## src/rtl/core/tbt_pkg.sv

```systemverilog
// Shared types and character constants for the template block translator.
`timescale 1ns / 1ps

package tbt_pkg;

   // Longest output burst of one request: end of document in text mode with
   // three held tag bytes and no open run: wrapper open, held tag, wrapper close.
   localparam int BUF_BYTES = 14;
   localparam int BUF_W     = 8 * BUF_BYTES;
   localparam int CNT_W     = 4;

   localparam logic [7:0] CH_BSLASH = 8'h5C;
   localparam logic [7:0] CH_DQUOTE = 8'h22;
   localparam logic [7:0] CH_DOLLAR = 8'h24;
   localparam logic [7:0] CH_LF     = 8'h0A;
   localparam logic [7:0] CH_CR     = 8'h0D;
   localparam logic [7:0] CH_TAB    = 8'h09;
   localparam logic [7:0] CH_LT     = 8'h3C;
   localparam logic [7:0] CH_QM     = 8'h3F;
   localparam logic [7:0] CH_GT     = 8'h3E;
   localparam logic [7:0] CH_L      = 8'h6C;
   localparam logic [7:0] CH_X      = 8'h78;
   localparam logic [7:0] CH_N      = 8'h6E;
   localparam logic [7:0] CH_R      = 8'h72;
   localparam logic [7:0] CH_T      = 8'h74;

   // Byte strings packed with the first character in the lowest byte.
   localparam logic [55:0] WRAP_OPEN  = {8'h22, 8'h28, 8'h74, 8'h6E, 8'h69, 8'h72, 8'h70};
   localparam logic [31:0] WRAP_CLOSE = {8'h0A, 8'h3B, 8'h29, 8'h22};
   localparam logic [CNT_W-1:0] WRAP_OPEN_LEN  = 4'd7;
   localparam logic [CNT_W-1:0] WRAP_CLOSE_LEN = 4'd4;

   typedef struct packed {
      logic       in_code;
      logic [1:0] tag_len;
      logic       held_q;
      logic       seg_open;
   } tbt_state_type;

   typedef struct packed {
      logic [BUF_W-1:0] bytes;
      logic [CNT_W-1:0] count;
   } tbt_emit_type;

endpackage

```

## src/rtl/core/tbt_xlate.sv

```systemverilog
// Translation of one request: next mode state and the packed output burst.
`timescale 1ns / 1ps

module tbt_xlate (
   input  tbt_pkg::tbt_state_type cur,
   input  logic                   kind,
   input  logic [7:0]             data,
   output tbt_pkg::tbt_state_type nxt,
   output tbt_pkg::tbt_emit_type  emit
);
   import tbt_pkg::*;

   function automatic logic [7:0] tag_char(input logic [1:0] idx);
      case (idx)
         2'd0:    tag_char = CH_LT;
         2'd1:    tag_char = CH_QM;
         2'd2:    tag_char = CH_L;
         default: tag_char = CH_X;
      endcase
   endfunction

   // Held prefix of the opening tag, first byte lowest.
   function automatic logic [23:0] tag_bytes(input logic [1:0] len);
      case (len)
         2'd1:    tag_bytes = {16'h0000, CH_LT};
         2'd2:    tag_bytes = {8'h00, CH_QM, CH_LT};
         2'd3:    tag_bytes = {CH_L, CH_QM, CH_LT};
         default: tag_bytes = 24'h000000;
      endcase
   endfunction

   logic             need_open;
   logic             need_close;
   logic [1:0]       tag_n;
   logic [15:0]      ch_seg;
   logic [1:0]       ch_n;
   logic             is_lt;
   logic [BUF_W-1:0] acc;
   logic [CNT_W-1:0] pos;

   always_comb begin
      nxt        = cur;
      need_open  = 1'b0;
      need_close = 1'b0;
      tag_n      = 2'd0;
      ch_seg     = 16'h0000;
      ch_n       = 2'd0;
      is_lt      = (data == CH_LT);

      if (kind) begin
         if (cur.in_code) begin
            if (cur.held_q) begin
               ch_seg = {CH_LF, CH_QM};
               ch_n   = 2'd2;
            end else begin
               ch_seg = {8'h00, CH_LF};
               ch_n   = 2'd1;
            end
         end else begin
            tag_n      = cur.tag_len;
            need_open  = (cur.tag_len != 2'd0) && !cur.seg_open;
            need_close = (cur.tag_len != 2'd0) || cur.seg_open;
         end
         nxt = '0;
      end else if (cur.in_code) begin
         if (cur.held_q) begin
            if (data == CH_GT) begin
               ch_seg      = {8'h00, CH_LF};
               ch_n        = 2'd1;
               nxt.held_q  = 1'b0;
               nxt.in_code = 1'b0;
            end else if (data == CH_QM) begin
               ch_seg = {8'h00, CH_QM};
               ch_n   = 2'd1;
            end else begin
               ch_seg     = {data, CH_QM};
               ch_n       = 2'd2;
               nxt.held_q = 1'b0;
            end
         end else if (data == CH_QM) begin
            nxt.held_q = 1'b1;
         end else begin
            ch_seg = {8'h00, data};
            ch_n   = 2'd1;
         end
      end else if (data == tag_char(cur.tag_len)) begin
         if (cur.tag_len == 2'd3) begin
            // tag complete: close any open run and enter code
            need_close   = cur.seg_open;
            nxt.seg_open = 1'b0;
            nxt.in_code  = 1'b1;
            nxt.tag_len  = 2'd0;
            nxt.held_q   = 1'b0;
         end else begin
            nxt.tag_len = cur.tag_len + 2'd1;
         end
      end else begin
         // broken match: write the held prefix, then the byte unless it restarts
         tag_n     = cur.tag_len;
         need_open = !cur.seg_open && ((cur.tag_len != 2'd0) || !is_lt);
         if (!is_lt) begin
            case (data)
               CH_BSLASH: begin ch_seg = {CH_BSLASH, CH_BSLASH}; ch_n = 2'd2; end
               CH_DQUOTE: begin ch_seg = {CH_DQUOTE, CH_BSLASH}; ch_n = 2'd2; end
               CH_DOLLAR: begin ch_seg = {CH_DOLLAR, CH_BSLASH}; ch_n = 2'd2; end
               CH_LF:     begin ch_seg = {CH_N, CH_BSLASH};      ch_n = 2'd2; end
               CH_CR:     begin ch_seg = {CH_R, CH_BSLASH};      ch_n = 2'd2; end
               CH_TAB:    begin ch_seg = {CH_T, CH_BSLASH};      ch_n = 2'd2; end
               default:   begin ch_seg = {8'h00, data};          ch_n = 2'd1; end
            endcase
         end
         nxt.seg_open = cur.seg_open | need_open;
         nxt.tag_len  = is_lt ? 2'd1 : 2'd0;
      end

      // pack: wrapper open, held tag, byte, wrapper close
      acc = need_open ? BUF_W'(WRAP_OPEN) : '0;
      pos = need_open ? WRAP_OPEN_LEN : '0;
      acc = acc | (BUF_W'(tag_bytes(tag_n)) << {pos, 3'b000});
      pos = pos + CNT_W'(tag_n);
      acc = acc | (BUF_W'(ch_seg) << {pos, 3'b000});
      pos = pos + CNT_W'(ch_n);
      if (need_close) begin
         acc = acc | (BUF_W'(WRAP_CLOSE) << {pos, 3'b000});
         pos = pos + WRAP_CLOSE_LEN;
      end
      emit.bytes = acc;
      emit.count = pos;
   end

endmodule

```

## src/rtl/core/template_block_translator_unit.sv

```systemverilog
// Top level of the template block translator: request register, burst shifter.
// A taken request is registered, translated, and its burst loaded into the burst shifter.
// Throughput: one result byte per cycle while rsp_tready is high; a request producing
//   bytes occupies the burst shifter until they are sent; one producing none does not wait.
// The burst shifter is the limit: a new request enters as the previous burst ends.
// Reset (synchronous, active high) empties both stages and returns to text mode.
`timescale 1ns / 1ps

module template_block_translator_unit (
   input  logic       clock,
   input  logic       reset,
   input  logic       req_tvalid,
   output logic       req_tready,
   input  logic [7:0] req_tdata,   // [7:0] byte_req
   input  logic       req_tuser,   // [0] kind
   output logic       rsp_tvalid,
   input  logic       rsp_tready,
   output logic [7:0] rsp_tdata,   // [7:0] out_byte
   output logic       rsp_tlast
);
   import tbt_pkg::*;

   logic                 s1_valid_ff, s1_valid_in;
   logic                 s1_kind_ff;
   logic [7:0]           s1_byte_ff;
   tbt_state_type        state_ff, state_in;
   logic [BUF_W-1:0]     buf_ff, buf_in;
   logic [CNT_W-1:0]     cnt_ff, cnt_in;
   tbt_emit_type         emit;
   logic                 buf_free;
   logic                 s1_advance;
   logic                 rsp_take;

   tbt_xlate u_xlate (
      .cur  (state_ff),
      .kind (s1_kind_ff),
      .data (s1_byte_ff),
      .nxt  (state_in),
      .emit (emit)
   );

   assign rsp_take   = rsp_tvalid && rsp_tready;
   assign buf_free   = (cnt_ff == '0) || ((cnt_ff == CNT_W'(1)) && rsp_tready);
   assign s1_advance = s1_valid_ff && ((emit.count == '0) || buf_free);
   assign req_tready = !s1_valid_ff || s1_advance;

   assign rsp_tvalid = (cnt_ff != '0);
   assign rsp_tdata  = buf_ff[7:0];
   assign rsp_tlast  = (cnt_ff == CNT_W'(1));

   always_comb begin
      s1_valid_in = s1_valid_ff;
      if (req_tvalid && req_tready) begin
         s1_valid_in = 1'b1;
      end else if (s1_advance) begin
         s1_valid_in = 1'b0;
      end
   end

   always_comb begin
      buf_in = buf_ff;
      cnt_in = cnt_ff;
      if (s1_advance && (emit.count != '0)) begin
         buf_in = emit.bytes;
         cnt_in = emit.count;
      end else if (rsp_take) begin
         // advance to the next byte of the burst
         buf_in = buf_ff >> 8;
         cnt_in = cnt_ff - CNT_W'(1);
      end
   end

   always_ff @(posedge clock) begin
      if (reset) begin
         s1_valid_ff <= 1'b0;
         state_ff    <= '0;
         cnt_ff      <= '0;
      end else begin
         s1_valid_ff <= s1_valid_in;
         cnt_ff      <= cnt_in;
         if (s1_advance) begin
            state_ff <= state_in;
         end
      end
   end

   always_ff @(posedge clock) begin
      if (req_tvalid && req_tready) begin
         s1_kind_ff <= req_tuser;
         s1_byte_ff <= req_tdata;
      end
      buf_ff <= buf_in;
   end

endmodule

```

## config.mk

```make
export PLATFORM = sky130hd
export DESIGN_NAME = template_block_translator_unit
export DESIGN_NICKNAME = d
export VERILOG_FILES = /design/src/rtl/core/tbt_pkg.sv /design/src/rtl/core/tbt_xlate.sv /design/src/rtl/core/template_block_translator_unit.sv
export SDC_FILE = /design/constraint.sdc
export NUM_CORES = 1
export LEC_CHECK = 0
export BUFFER_PORTS_ARGS = -buffer_cell sky130_fd_sc_hd__buf_2
export CAP_MARGIN = 20
export CORE_UTILIZATION = 30
export CTS_BUF_LIST = sky130_fd_sc_hd__clkbuf_4 sky130_fd_sc_hd__clkbuf_8
export DETAILED_ROUTE_END_ITERATION = 7
export MAX_ROUTING_LAYER = met4
export PLACE_DENSITY = 0.44
export SYNTH_ARGS = -nofsm -noshare
export SYNTH_HDL_FRONTEND = slang
export SYNTH_HIERARCHICAL = 1
export SYNTH_SLANG_ARGS = --single-unit
```

## constraint.sdc

```tcl
create_clock -name clock -period 16.97 [get_ports clock]
set_input_delay 3.394 -clock clock [delete_from_list [all_inputs] [get_ports clock]]
set_output_delay 3.394 -clock clock [all_outputs]
set_load 0.01 [all_outputs]
```

==> flow_summary_export.csv, run 1 <==
group,metric,value,unit
routing,ant_nets,0,
clocking,postCtsSetupBuffers,0,
synth,synth-seq-cells,131,
sta,rsz0062_at_grt,"no",
placement,portBuffers,23,
grt,grt_util_all_layers,19.2,%
synth,synth_most_common_cell,"edfxtp_1",
clocking,clock_path_buffers,2,
outcome,status,"complete, no violations",
sta,worst_pin_slew,1.15,ns
synth,synth_cells,819,
clocking,cts_sinks,131,
synth,synth_top_area_share,40.7,%
pwr,cellPowerDensity,158,nW/um^2
synth,yosys.area.top_type,"edfxtp_1",
sta,finalCritPeriodShare,60.4,%
critical_path,cp_max_fo,23,
routing,num_vias,6991,
synth,yosysWarnings,6,
clocking,cts-root-buf,"clkbuf_8",
routing,wl,27900,um
grt,antenna_found_initial,2,
critical_path,crit_path_start_kind,"register",
clocking,clk_pin_slew,0.09,ns
critical_path,critPathTopFamily,"simple AND/OR/NAND/NOR gates",
sta,hold_violations,0,
sta,fin_crit,10.24,ns
clocking,htree_levels,4,
cells_and_area,fin_area,9690,um^2
floorplan,pin_count,24,
synth,async_flop_share,0,%
synth,synth_top_family_by_area,"compound AO/OA/AOI/OAI gates",
worst_hold_path,holdCritPathClass,"register to register",
routing,drc,0,
critical_path,startpoint,"state_ff[2]",
critical_path,rr_startpoint,"state_ff[2]",
floorplan,start_util,30.8,%
clocking,cts_inserted_buffers,17,
pwr,p_leak,0.00317,uW
synth,synth_area,8940,um^2
clocking,cts_tree,"built",
routing,detail_route.wl_per_cell,23.1,um
synth,synthXorXnorAreaFrac,0.392,%
floorplan,num_rows,62,
synth,synth_common_cells,"edfxtp_1 (121), mux2_2 (104), nor2_1 (61), nand2_1 (42), o21ai_0 (34)",
placement,place_hpwl,19600,um
worst_hold_path,worstHoldStart,"buf_ff[75]",
synth,synth-main-ff-cell,"edfxtp_1",
critical_path,worstSetupPathType,"register to output pin",
floorplan,die_h,175,um
synth,synth_compound_area_share,19.8,%
synth,muxShareOfSynthArea,15.1,%
cells_and_area,layout-drive-gt1-share,26.4,%
synth,synthAdderAreaFrac,2.97,%
floorplan,die_w,175,um
synth,synth_edf_count,121,
placement,placed_cell_area,9270,um^2
grt,gr-total-overflow,0,
sta,setup_viol,0,
sta,drv_slew,0,
sta,clock_skew,0.0218,ns
critical_path,cp_num_buf_inv,4,
clocking,postCtsHoldBufs,0,
synth,syn-num-nets,852,
clocking,worstSkewPairLatency,0.48,ns
critical_path,worstPathCellList,"inv_1 > ha_1 > xnor2_1 > nor4_2 > nand3_2 > nand2_4 > inv_2 > fa_1 > inv_1 > fa_1 > nor2_1 > o211ai_1 > and3_2 > o21ai_4 > nand2_1 > o41ai_2 > or2_2 > buf_2",
sta,tns,0,ns
synth,synth.area.top_cells,"edfxtp_1 (41%), mux2_2 (13%), nor2_1 (2.6%)",
cells_and_area,syn2layout_area_growth,8.46,%
synth,synth-simple-area-share,13.9,%
critical_path,critPathRequiredTime,13.58,ns
critical_path,max_stage_delay,0.89,ns
cells_and_area,num-nets-final,843,
sta,relSlewSlack,23.1,%
synth,synth.distinct_cells,100,
routing,drt_iter0_drc,696,
clocking,ctsResizeCount,0,
job,maxCapViolations,0,
critical_path,crit_arrival,6.85,ns
critical_path,cpMaxStageDelayCell,"fa_1",
routing,vias_per_cell,5.78,
routing,drt_first_pass_iters,7,
synth,ys_seq_area_share,42.9,%
floorplan,design.core.area,29000,um^2
placement,gp_congestion,0.929,
grt,grt_pass1_vias,6707,
grt,grt_max_degree,70,
floorplan,fp.dieArea,30500,um^2
pwr,peakVddDrop,66.0,uV
sta,timing.fmax,97.6,MHz
synth,syn_avg_cell_area,10.9,um^2
critical_path,endpoint_kind,"output pin",
grt,grt_first_pass_wirelength,42300,um
-- power breakdown --
part | internal [uW] | switching [uW]
Sequential | 602 | 47.3
Clock | 149 | 143
Combinational | 233 | 358
Total | 983 | 548
-- layout by cell type (no fill, tap or decap), drive strengths merged, types with 7 or more instances in the layout --
cell / Yosys / final
o21ai: 44 / 44
a22oi: 7 / 7
and2: 15 / 15
buf: 39 / 30
or2: 8 / 8
nor2: 63 / 63
ha: 18 / 18
edfxtp: 121 / 121
o22ai: 30 / 30
and3: 8 / 8
o211ai: 16 / 16
mux2: 106 / 106
nor2b: 7 / 7
a21oi: 32 / 32
dfxtp: 10 / 10
nand4: 7 / 7
nand2: 43 / 43
nand3: 24 / 24
nor3: 19 / 19
clkinv: 2 / 7
o221ai: 17 / 17
a211oi: 10 / 10
clkbuf: 19 / 18
inv: 27 / 30
nand2b: 14 / 14
mux2i: 14 / 14
nor4: 7 / 7
-- stage by stage --
step	power [uW]	hold WS, ns	utilization (%)	worst slack (ns)	std cells
after floorplan	1160	0.453	-	3.52	819
after global placement	1250	0.527	31.9	7.51	1175
after detailed placement	1250	0.533	31.9	7.30	1175
after CTS	1550	0.553	33.4	6.74	1207
after global routing	1620	0.558	33.4	6.27	1209
final	1530	0.549	33.4	6.73	1209
-- state kept, by name (all words and copies together) (netlist names) --
register,cells
buf_ff,112
cnt_ff,4
s1_byte_ff,8
s1_kind_ff,1
s1_valid_ff,1
state_ff,5
-- worst reg2reg max path: stages (launching register included) --
cell      delay [ns]
dfxtp_1         0.52
inv_1           0.19
ha_1            0.25
xnor2_1         0.15
nor4_2          0.47
nand3_2         0.27
nand2_4         0.33
inv_2           0.21
fa_1            0.89
inv_1           0.39
fa_1            0.54
and2_1          0.18
o211ai_1        0.51
and2_1          0.42
nor2_1          0.07
nor2_1          0.21
o41ai_2         0.17
nor4_2          0.23
buf_4           0.51
buf_4           0.82
mux2_2          0.49
-- path summary, 6_finish.rpt --
check	end	slack (ns)	cells past startpoint
min reg2reg	buf_ff[67]	0.55	1
max reg2reg	buf_ff[13]	8.87	20
max	req_tready	6.73	18
min	buf_ff[67]	0.55	1
-- layout make-up --
type	instances	area [um^2]
diodes	2	5.00
clock buffers	18	241
clock inverters	14	180
fillers	2993	19300
inverters	29	109
multi-input cells	601	4670
flip-flops and latches	131	3830
well taps	384	480
repair buffers	30	168
-- kinds of logic (layout without fill, tap and decap cells) --
| group | Yosys count | in the layout |
|---|---|---|
| simple gates | 231 | 231 |
| compound gates | 226 | 226 |
| flops | 131 | 131 |
| mux | 120 | 120 |
| buf+inv | 87 | 91 |
| fa+ha+maj | 20 | 20 |
| xor+xnor | 4 | 4 |
| other cells | 0 | 2 |
-- metal layers --
layer  vias to the layer above  part of all wire (%)  track usage [%]
met4                         0                   3.4             7.36
li1                       3171                     -                -
met2                       233                    45             28.4
met3                        71                   5.4             4.13
met5                         -                     0                -
met1                      3516                    46             25.6
No activity file was read; power rests on OpenSTA's default activity.
==> run 2, diff against run 1 <==
clock period = 9.85 ns   (was 16.97 ns; I/O delays follow)
==> run 2 against run 1 <==
  * Sequential share of layout area barely moved
  * Core utilization barely moved
  * Combinational power rose by 73%
  * Clock skew rose by 0.017 ns
  * Total power rose by 72%
  * Worst hold slack got worse by 0.019 ns
  * Global-route usage rose by 0.070 points
  * Setup slack got worse by 5.6 ns
  * Critical endpoint unchanged
  * Non-clock buffer count rose by 1
  * Via count fell by 1.2%
  * Die area did not move
==> flow_summary_export.csv, run 2 (same netlist as run 1, synthesis figures left out) <==
group,metric,value,unit
outcome,status,"complete, no violations",
cells_and_area,final_common_cell,"edfxtp_1",
sta,timing.final.ws_setup,1.13,ns
routing,wl,28200,um
clocking,clock_path_buffers,2,
cells_and_area,reg.largest.list,"buf_ff (112), s1_byte_ff (8), state_ff (5)",
critical_path,critPathRequiredTime,7.88,ns
grt,grt_first_pass_wirelength,43000,um
floorplan,fp.dieArea,30500,um^2
critical_path,endpoint_kind,"output pin",
pwr,cellPowerDensity,272,nW/um^2
floorplan,pin_count,24,
sta,tns,0,ns
critical_path,crit_path_start_kind,"register",
sta,fin_crit,8.72,ns
sta,timing.fmax,115,MHz
critical_path,r2r.worst_path.cells,18,
cells_and_area,regMostFlops,"buf_ff",
placement,post-place-ws,1.65,ns
placement,portBuffers,23,
sta,drv_slew,0,
critical_path,max_stage_delay,0.90,ns
worst_hold_path,worstHoldEndpoint,"buf_ff[28]",
critical_path,rr_startpoint,"state_ff[2]",
critical_path,worstPathCellList,"inv_1 > ha_1 > xnor2_1 > or4_4 > o31ai_1 > nor2_1 > fa_1 > inv_1 > fa_1 > nor2_1 > o211ai_1 > and3_2 > o21ai_4 > nand2_1 > o41ai_2 > or2_2 > buf_2",
clocking,worstSkewPairLatency,0.48,ns
cells_and_area,syn2layout_area_growth,8.40,%
grt,gr-total-overflow,0,
clocking,postCtsSetupBuffers,0,
clocking,clk_pin_slew,0.13,ns
critical_path,cpMaxStageDelayCell,"fa_1",
routing,drt_iter0_drc,698,
critical_path,cp_max_fo,14,
cells_and_area,layout-drive-gt1-share,26.6,%
clocking,cts-root-buf,"clkbuf_8",
critical_path,cp_num_buf_inv,3,
floorplan,die_w,175,um
placement,gp_congestion,0.939,
cells_and_area,mostFrequentLayoutCells,"edfxtp_1 (121), mux2_2 (104), nor2_1 (61)",
clocking,cts_sinks,131,
sta,hold_violations,0,
floorplan,die_h,175,um
sta,rsz0062_at_grt,"no",
sta,finalCritPeriodShare,88.5,%
routing,num_vias,6906,
critical_path,critPathTopFamily,"simple AND/OR/NAND/NOR gates",
routing,drc,0,
clocking,postCtsHoldBufs,0,
cells_and_area,largest_reg_flops,112,
routing,ant_nets,0,
cells_and_area,fillers,2970,
critical_path,crit_arrival,6.75,ns
job,maxCapViolations,0,
routing,drt_first_pass_iters,5,
grt,grt_pass1_vias,6648,
clocking,ctsResizeCount,0,
sta,relSlewSlack,31.9,%
sta,worst_pin_slew,1.02,ns
pwr,p_leak,0.00316,uW
worst_hold_path,worstHoldStart,"buf_ff[36]",
cells_and_area,num-nets-final,844,
clocking,cts_tree,"built",
worst_hold_path,min_path_cells,1,
cells_and_area,fin_cells,1208,
clocking,htree_levels,4,
worst_hold_path,holdCritPathClass,"register to register",
floorplan,start_util,30.8,%
critical_path,reg2reg_slack,2.49,ns
placement,dp.cells,1175,
critical_path,r2r_end,"buf_ff[9]",
clocking,cts_inserted_buffers,17,
floorplan,num_rows,62,
pwr,peakVddDrop,186,uV
critical_path,worstSetupPathType,"register to output pin",
cells_and_area,antenna_cells,0,
grt,grt_util_all_layers,19.3,%
placement,place_hpwl,19800,um
floorplan,design.core.area,29000,um^2
routing,vias_per_cell,5.72,
grt,grt_max_degree,119,
sta,setup_viol,0,
grt,antenna_found_initial,0,
sta,clock_skew,0.0387,ns
routing,detail_route.wl_per_cell,23.4,um
[run 2: report_power, final]
| group | total [uW] | switching, uW | internal, uW |
|---|---|---|---|
| clock | 489 | 278 | 211 |
| sequential | 1120 | 86.6 | 1040 |
| combinational | 1020 | 615 | 405 |
| total | 2630 | 979 | 1650 |
[run 2: layer usage]
metal,track usage (%),vias up,wire length (um)
met1,26.3,3468,13400
met3,2.87,52,1350
li1,-,3155,-
met5,-,-,0
met2,29.3,231,12700
met4,6.23,0,716
[run 2: cell type report]
class | count | area (um^2) | share of cell area, %
Tap cell | 384 | 480 | 4.96
Clock buffer | 17 | 234 | 2.42
Multi-Input combinational cell | 601 | 4670 | 48.3
Clock inverter | 15 | 164 | 1.69
Sequential cell | 131 | 3830 | 39.6
Inverter | 29 | 109 | 1.12
Timing Repair Buffer | 31 | 191 | 1.98
[run 2: per-stage QoR]
step                util [%]  instance area [um^2]  hold WS (ns)  power (uW)
global route            33.4                  9690         0.549        2780
floorplan                  -                  8940         0.453        1920
detailed placement      32.0                  9280         0.517        2160
finish                  33.4                  9690         0.530        2630
global placement        32.0                  9280         0.507        2160
CTS                     33.3                  9680         0.531        2660
[run 2: worst reg2reg max path, cell delays in order, from the launching register on]
cell and delay, ns:
dfxtp_1 0.52, inv_1 0.19, ha_1 0.25, xnor2_1 0.15, or4_4 0.48, o31ai_1 0.45
nor2_1 0.25, fa_1 0.91, inv_1 0.38, fa_1 0.54, and2_1 0.18, o211ai_1 0.53
and2_1 0.43, nor2_1 0.07, nor2_1 0.23, o41ai_2 0.18, nor4_2 0.34, buf_12 0.44
mux2_2 0.61
[run 2: worst max path at each step]
stage                           start          to  cells past startpoint
after floorplan           state_ff[2]   buf_ff[0]                     21
final                     state_ff[2]  req_tready                     17
after detailed placement  state_ff[2]  req_tready                     17
after global routing      state_ff[2]  req_tready                     17
after CTS                 state_ff[2]  req_tready                     17
after global placement    state_ff[2]  req_tready                     18
==> run 3, diff against run 2 <==
--- a/config.mk
+++ b/config.mk
@@ -9,7 +9,8 @@
 export CAP_MARGIN = 20
-export CORE_UTILIZATION = 30
+export CORE_UTILIZATION = 37
 export CTS_BUF_LIST = sky130_fd_sc_hd__clkbuf_4 sky130_fd_sc_hd__clkbuf_8
+export CTS_CLUSTER_SIZE = 10
 export DETAILED_ROUTE_END_ITERATION = 7
 export MAX_ROUTING_LAYER = met4
-export PLACE_DENSITY = 0.44
+export PLACE_DENSITY = 0.52
 export SYNTH_ARGS = -nofsm -noshare
==> constraint.sdc (replaced) <==
create_clock -name clock -period 9.85 [get_ports clock]
set_input_delay 0.4925 -clock clock [delete_from_list [all_inputs] [get_ports clock]]
set_output_delay 0.4925 -clock clock [all_outputs]
set_load 0.01 [all_outputs]
==> run 3 against run 2 <==
  * Global-route usage is 4.3 points higher
  * Sequential share of layout area grew 0.43 points
  * Clock-buffer cell count grew 1
  * Setup slack better by 1.2 ns
==> flow_summary_export.csv, run 3 (same netlist as run 1, synthesis figures left out) <==
group,metric,value,unit
worst_hold_path,holdCritPathClass,"input pin to register",
sta,worst_pin_slew,1.02,ns
floorplan,pin_count,24,
cells_and_area,fillers,2322,
grt,grt_util_all_layers,23.5,%
job,maxCapViolations,0,
grt,grt_pass1_vias,6799,
cells_and_area,antenna_cells,0,
sta,finalCritPeriodShare,76.8,%
grt,gr-total-overflow,0,
clocking,worstSkewPairLatency,0.46,ns
worst_hold_path,worstHoldStart,"req_tdata[1]",
critical_path,critPathRequiredTime,10.04,ns
cells_and_area,fin_util,40.6,%
critical_path,r2r.worst_path.cells,18,
routing,detail_route.wl_per_cell,24.0,um
clocking,cts-root-buf,"clkbuf_8",
routing,vias_per_cell,6.10,
clocking,postCtsHoldBufs,0,
routing,wl,27300,um
cells_and_area,reg.largest.list,"buf_ff (112), s1_byte_ff (8), state_ff (5)",
routing,ant_nets,0,
sta,relSlewSlack,32.1,%
floorplan,die_h,157,um
worst_hold_path,worstHoldEndpoint,"s1_byte_ff[1]",
placement,place_hpwl,19300,um
critical_path,r2r_end,"buf_ff[0]",
pwr,p_leak,0.00316,uW
clocking,postCtsSetupBuffers,0,
cells_and_area,largest_reg_flops,112,
routing,drc,0,
sta,setup_viol,0,
pwr,peakVddDrop,194,uV
outcome,status,"complete, no violations",
cells_and_area,fin_cells,1140,
floorplan,die_w,157,um
cells_and_area,final_common_cell,"edfxtp_1",
routing,drt_first_pass_iters,5,
cells_and_area,fin_area,9580,um^2
sta,rsz0062_at_grt,"no",
placement,gp_congestion,0.949,
clocking,ctsResizeCount,0,
cells_and_area,mostFrequentLayoutCells,"edfxtp_1 (121), mux2_2 (104), nor2_1 (61)",
grt,grt_first_pass_wirelength,41800,um
sta,fin_crit,7.57,ns
clocking,cts_sinks,131,
critical_path,crit_arrival,7.76,ns
critical_path,reg2reg_slack,2.28,ns
routing,num_vias,6954,
sta,tns,0,ns
floorplan,design.core.area,23600,um^2
pwr,cellPowerDensity,271,nW/um^2
floorplan,fp.dieArea,24800,um^2
clocking,clk_pin_slew,0.08,ns
clocking,cts_tree,"built",
placement,placed_cell_area,9210,um^2
cells_and_area,num-nets-final,842,
sta,clock_skew,0.0162,ns
grt,antenna_found_initial,0,
cells_and_area,regMostFlops,"buf_ff",
clocking,cts_inserted_buffers,17,
floorplan,num_rows,56,
floorplan,start_util,37.8,%
sta,timing.fmax,132,MHz
clocking,clock_path_buffers,2,
routing,drt_iter0_drc,882,
grt,grt_max_degree,119,
critical_path,crit_path_start_kind,"register",
placement,dp.cells,1109,
critical_path,rr_startpoint,"state_ff[2]",
sta,hold_violations,0,
critical_path,worstSetupPathType,"register to register",
clocking,htree_levels,4,
cells_and_area,syn2layout_area_growth,7.22,%
cells_and_area,layout-drive-gt1-share,26.2,%
critical_path,endpoint_kind,"register",
placement,portBuffers,23,
worst_hold_path,min_path_cells,1,
sta,drv_slew,0,
critical_path,cp_max_fo,118,
-- run 3: critical path, cell delays in order (launching register included) --
cell and delay, ns:
dfxtp_1 0.52, inv_1 0.19, ha_1 0.25, xnor2_1 0.16, or4_4 0.49, o31ai_1 0.52
nor2_1 0.30, fa_1 0.91, inv_1 0.39, fa_1 0.55, and2_1 0.18, o211ai_1 0.55
and2_1 0.41, nor2_1 0.07, nor2_1 0.23, o41ai_2 0.18, nor4_2 0.36, buf_12 0.42
mux2_2 0.42
-- run 3: area by class of cell --
cell class	count	area [um^2]	share of cell area [%]
Clock buffer	18	241	2.52
Clock inverter	13	135	1.41
Inverter	29	109	1.14
Multi-Input combinational cell	601	4680	48.8
Sequential cell	131	3830	40.0
Tap cell	319	399	4.17
Timing Repair Buffer	29	185	1.93
-- run 3: how the worst max path moves through the flow --
stage,start,slack [ns],endpoint,cells past startpoint
after detailed placement,state_ff[2],2.48,buf_ff[0],18
after CTS,state_ff[2],2.43,req_tready,17
after global routing,state_ff[2],1.90,buf_ff[0],18
after floorplan,state_ff[2],1.59,buf_ff[0],21
final,state_ff[2],2.28,buf_ff[0],18
after global placement,state_ff[2],2.73,buf_ff[0],18
-- run 3: report_power, final --
group / switching (uW) / total, uW / internal [uW]
clock: 233 / 459 / 226
combinational: 601 / 1010 / 407
sequential: 93.5 / 1130 / 1040
total: 927 / 2600 / 1670
-- run 3: metal layers --
metal	share of wire, %	GRT usage (%)	wire (um)
met2	46	36.6	12700
met4	2.2	6.75	603
met1	45	31.3	12200
met3	6.9	4.19	1900
met5	0	-	0
-- run 3: metrics by stage --
stage	setup slack, ns	hold slack (ns)	power (uW)
4_1_cts	2.43	0.175	2620
3_3_place_gp	2.73	0.510	2130
5_1_grt	1.90	0.178	2740
3_5_place_dp	2.48	0.534	2150
6_report	2.28	0.210	2600
2_1_floorplan	1.59	0.453	1920
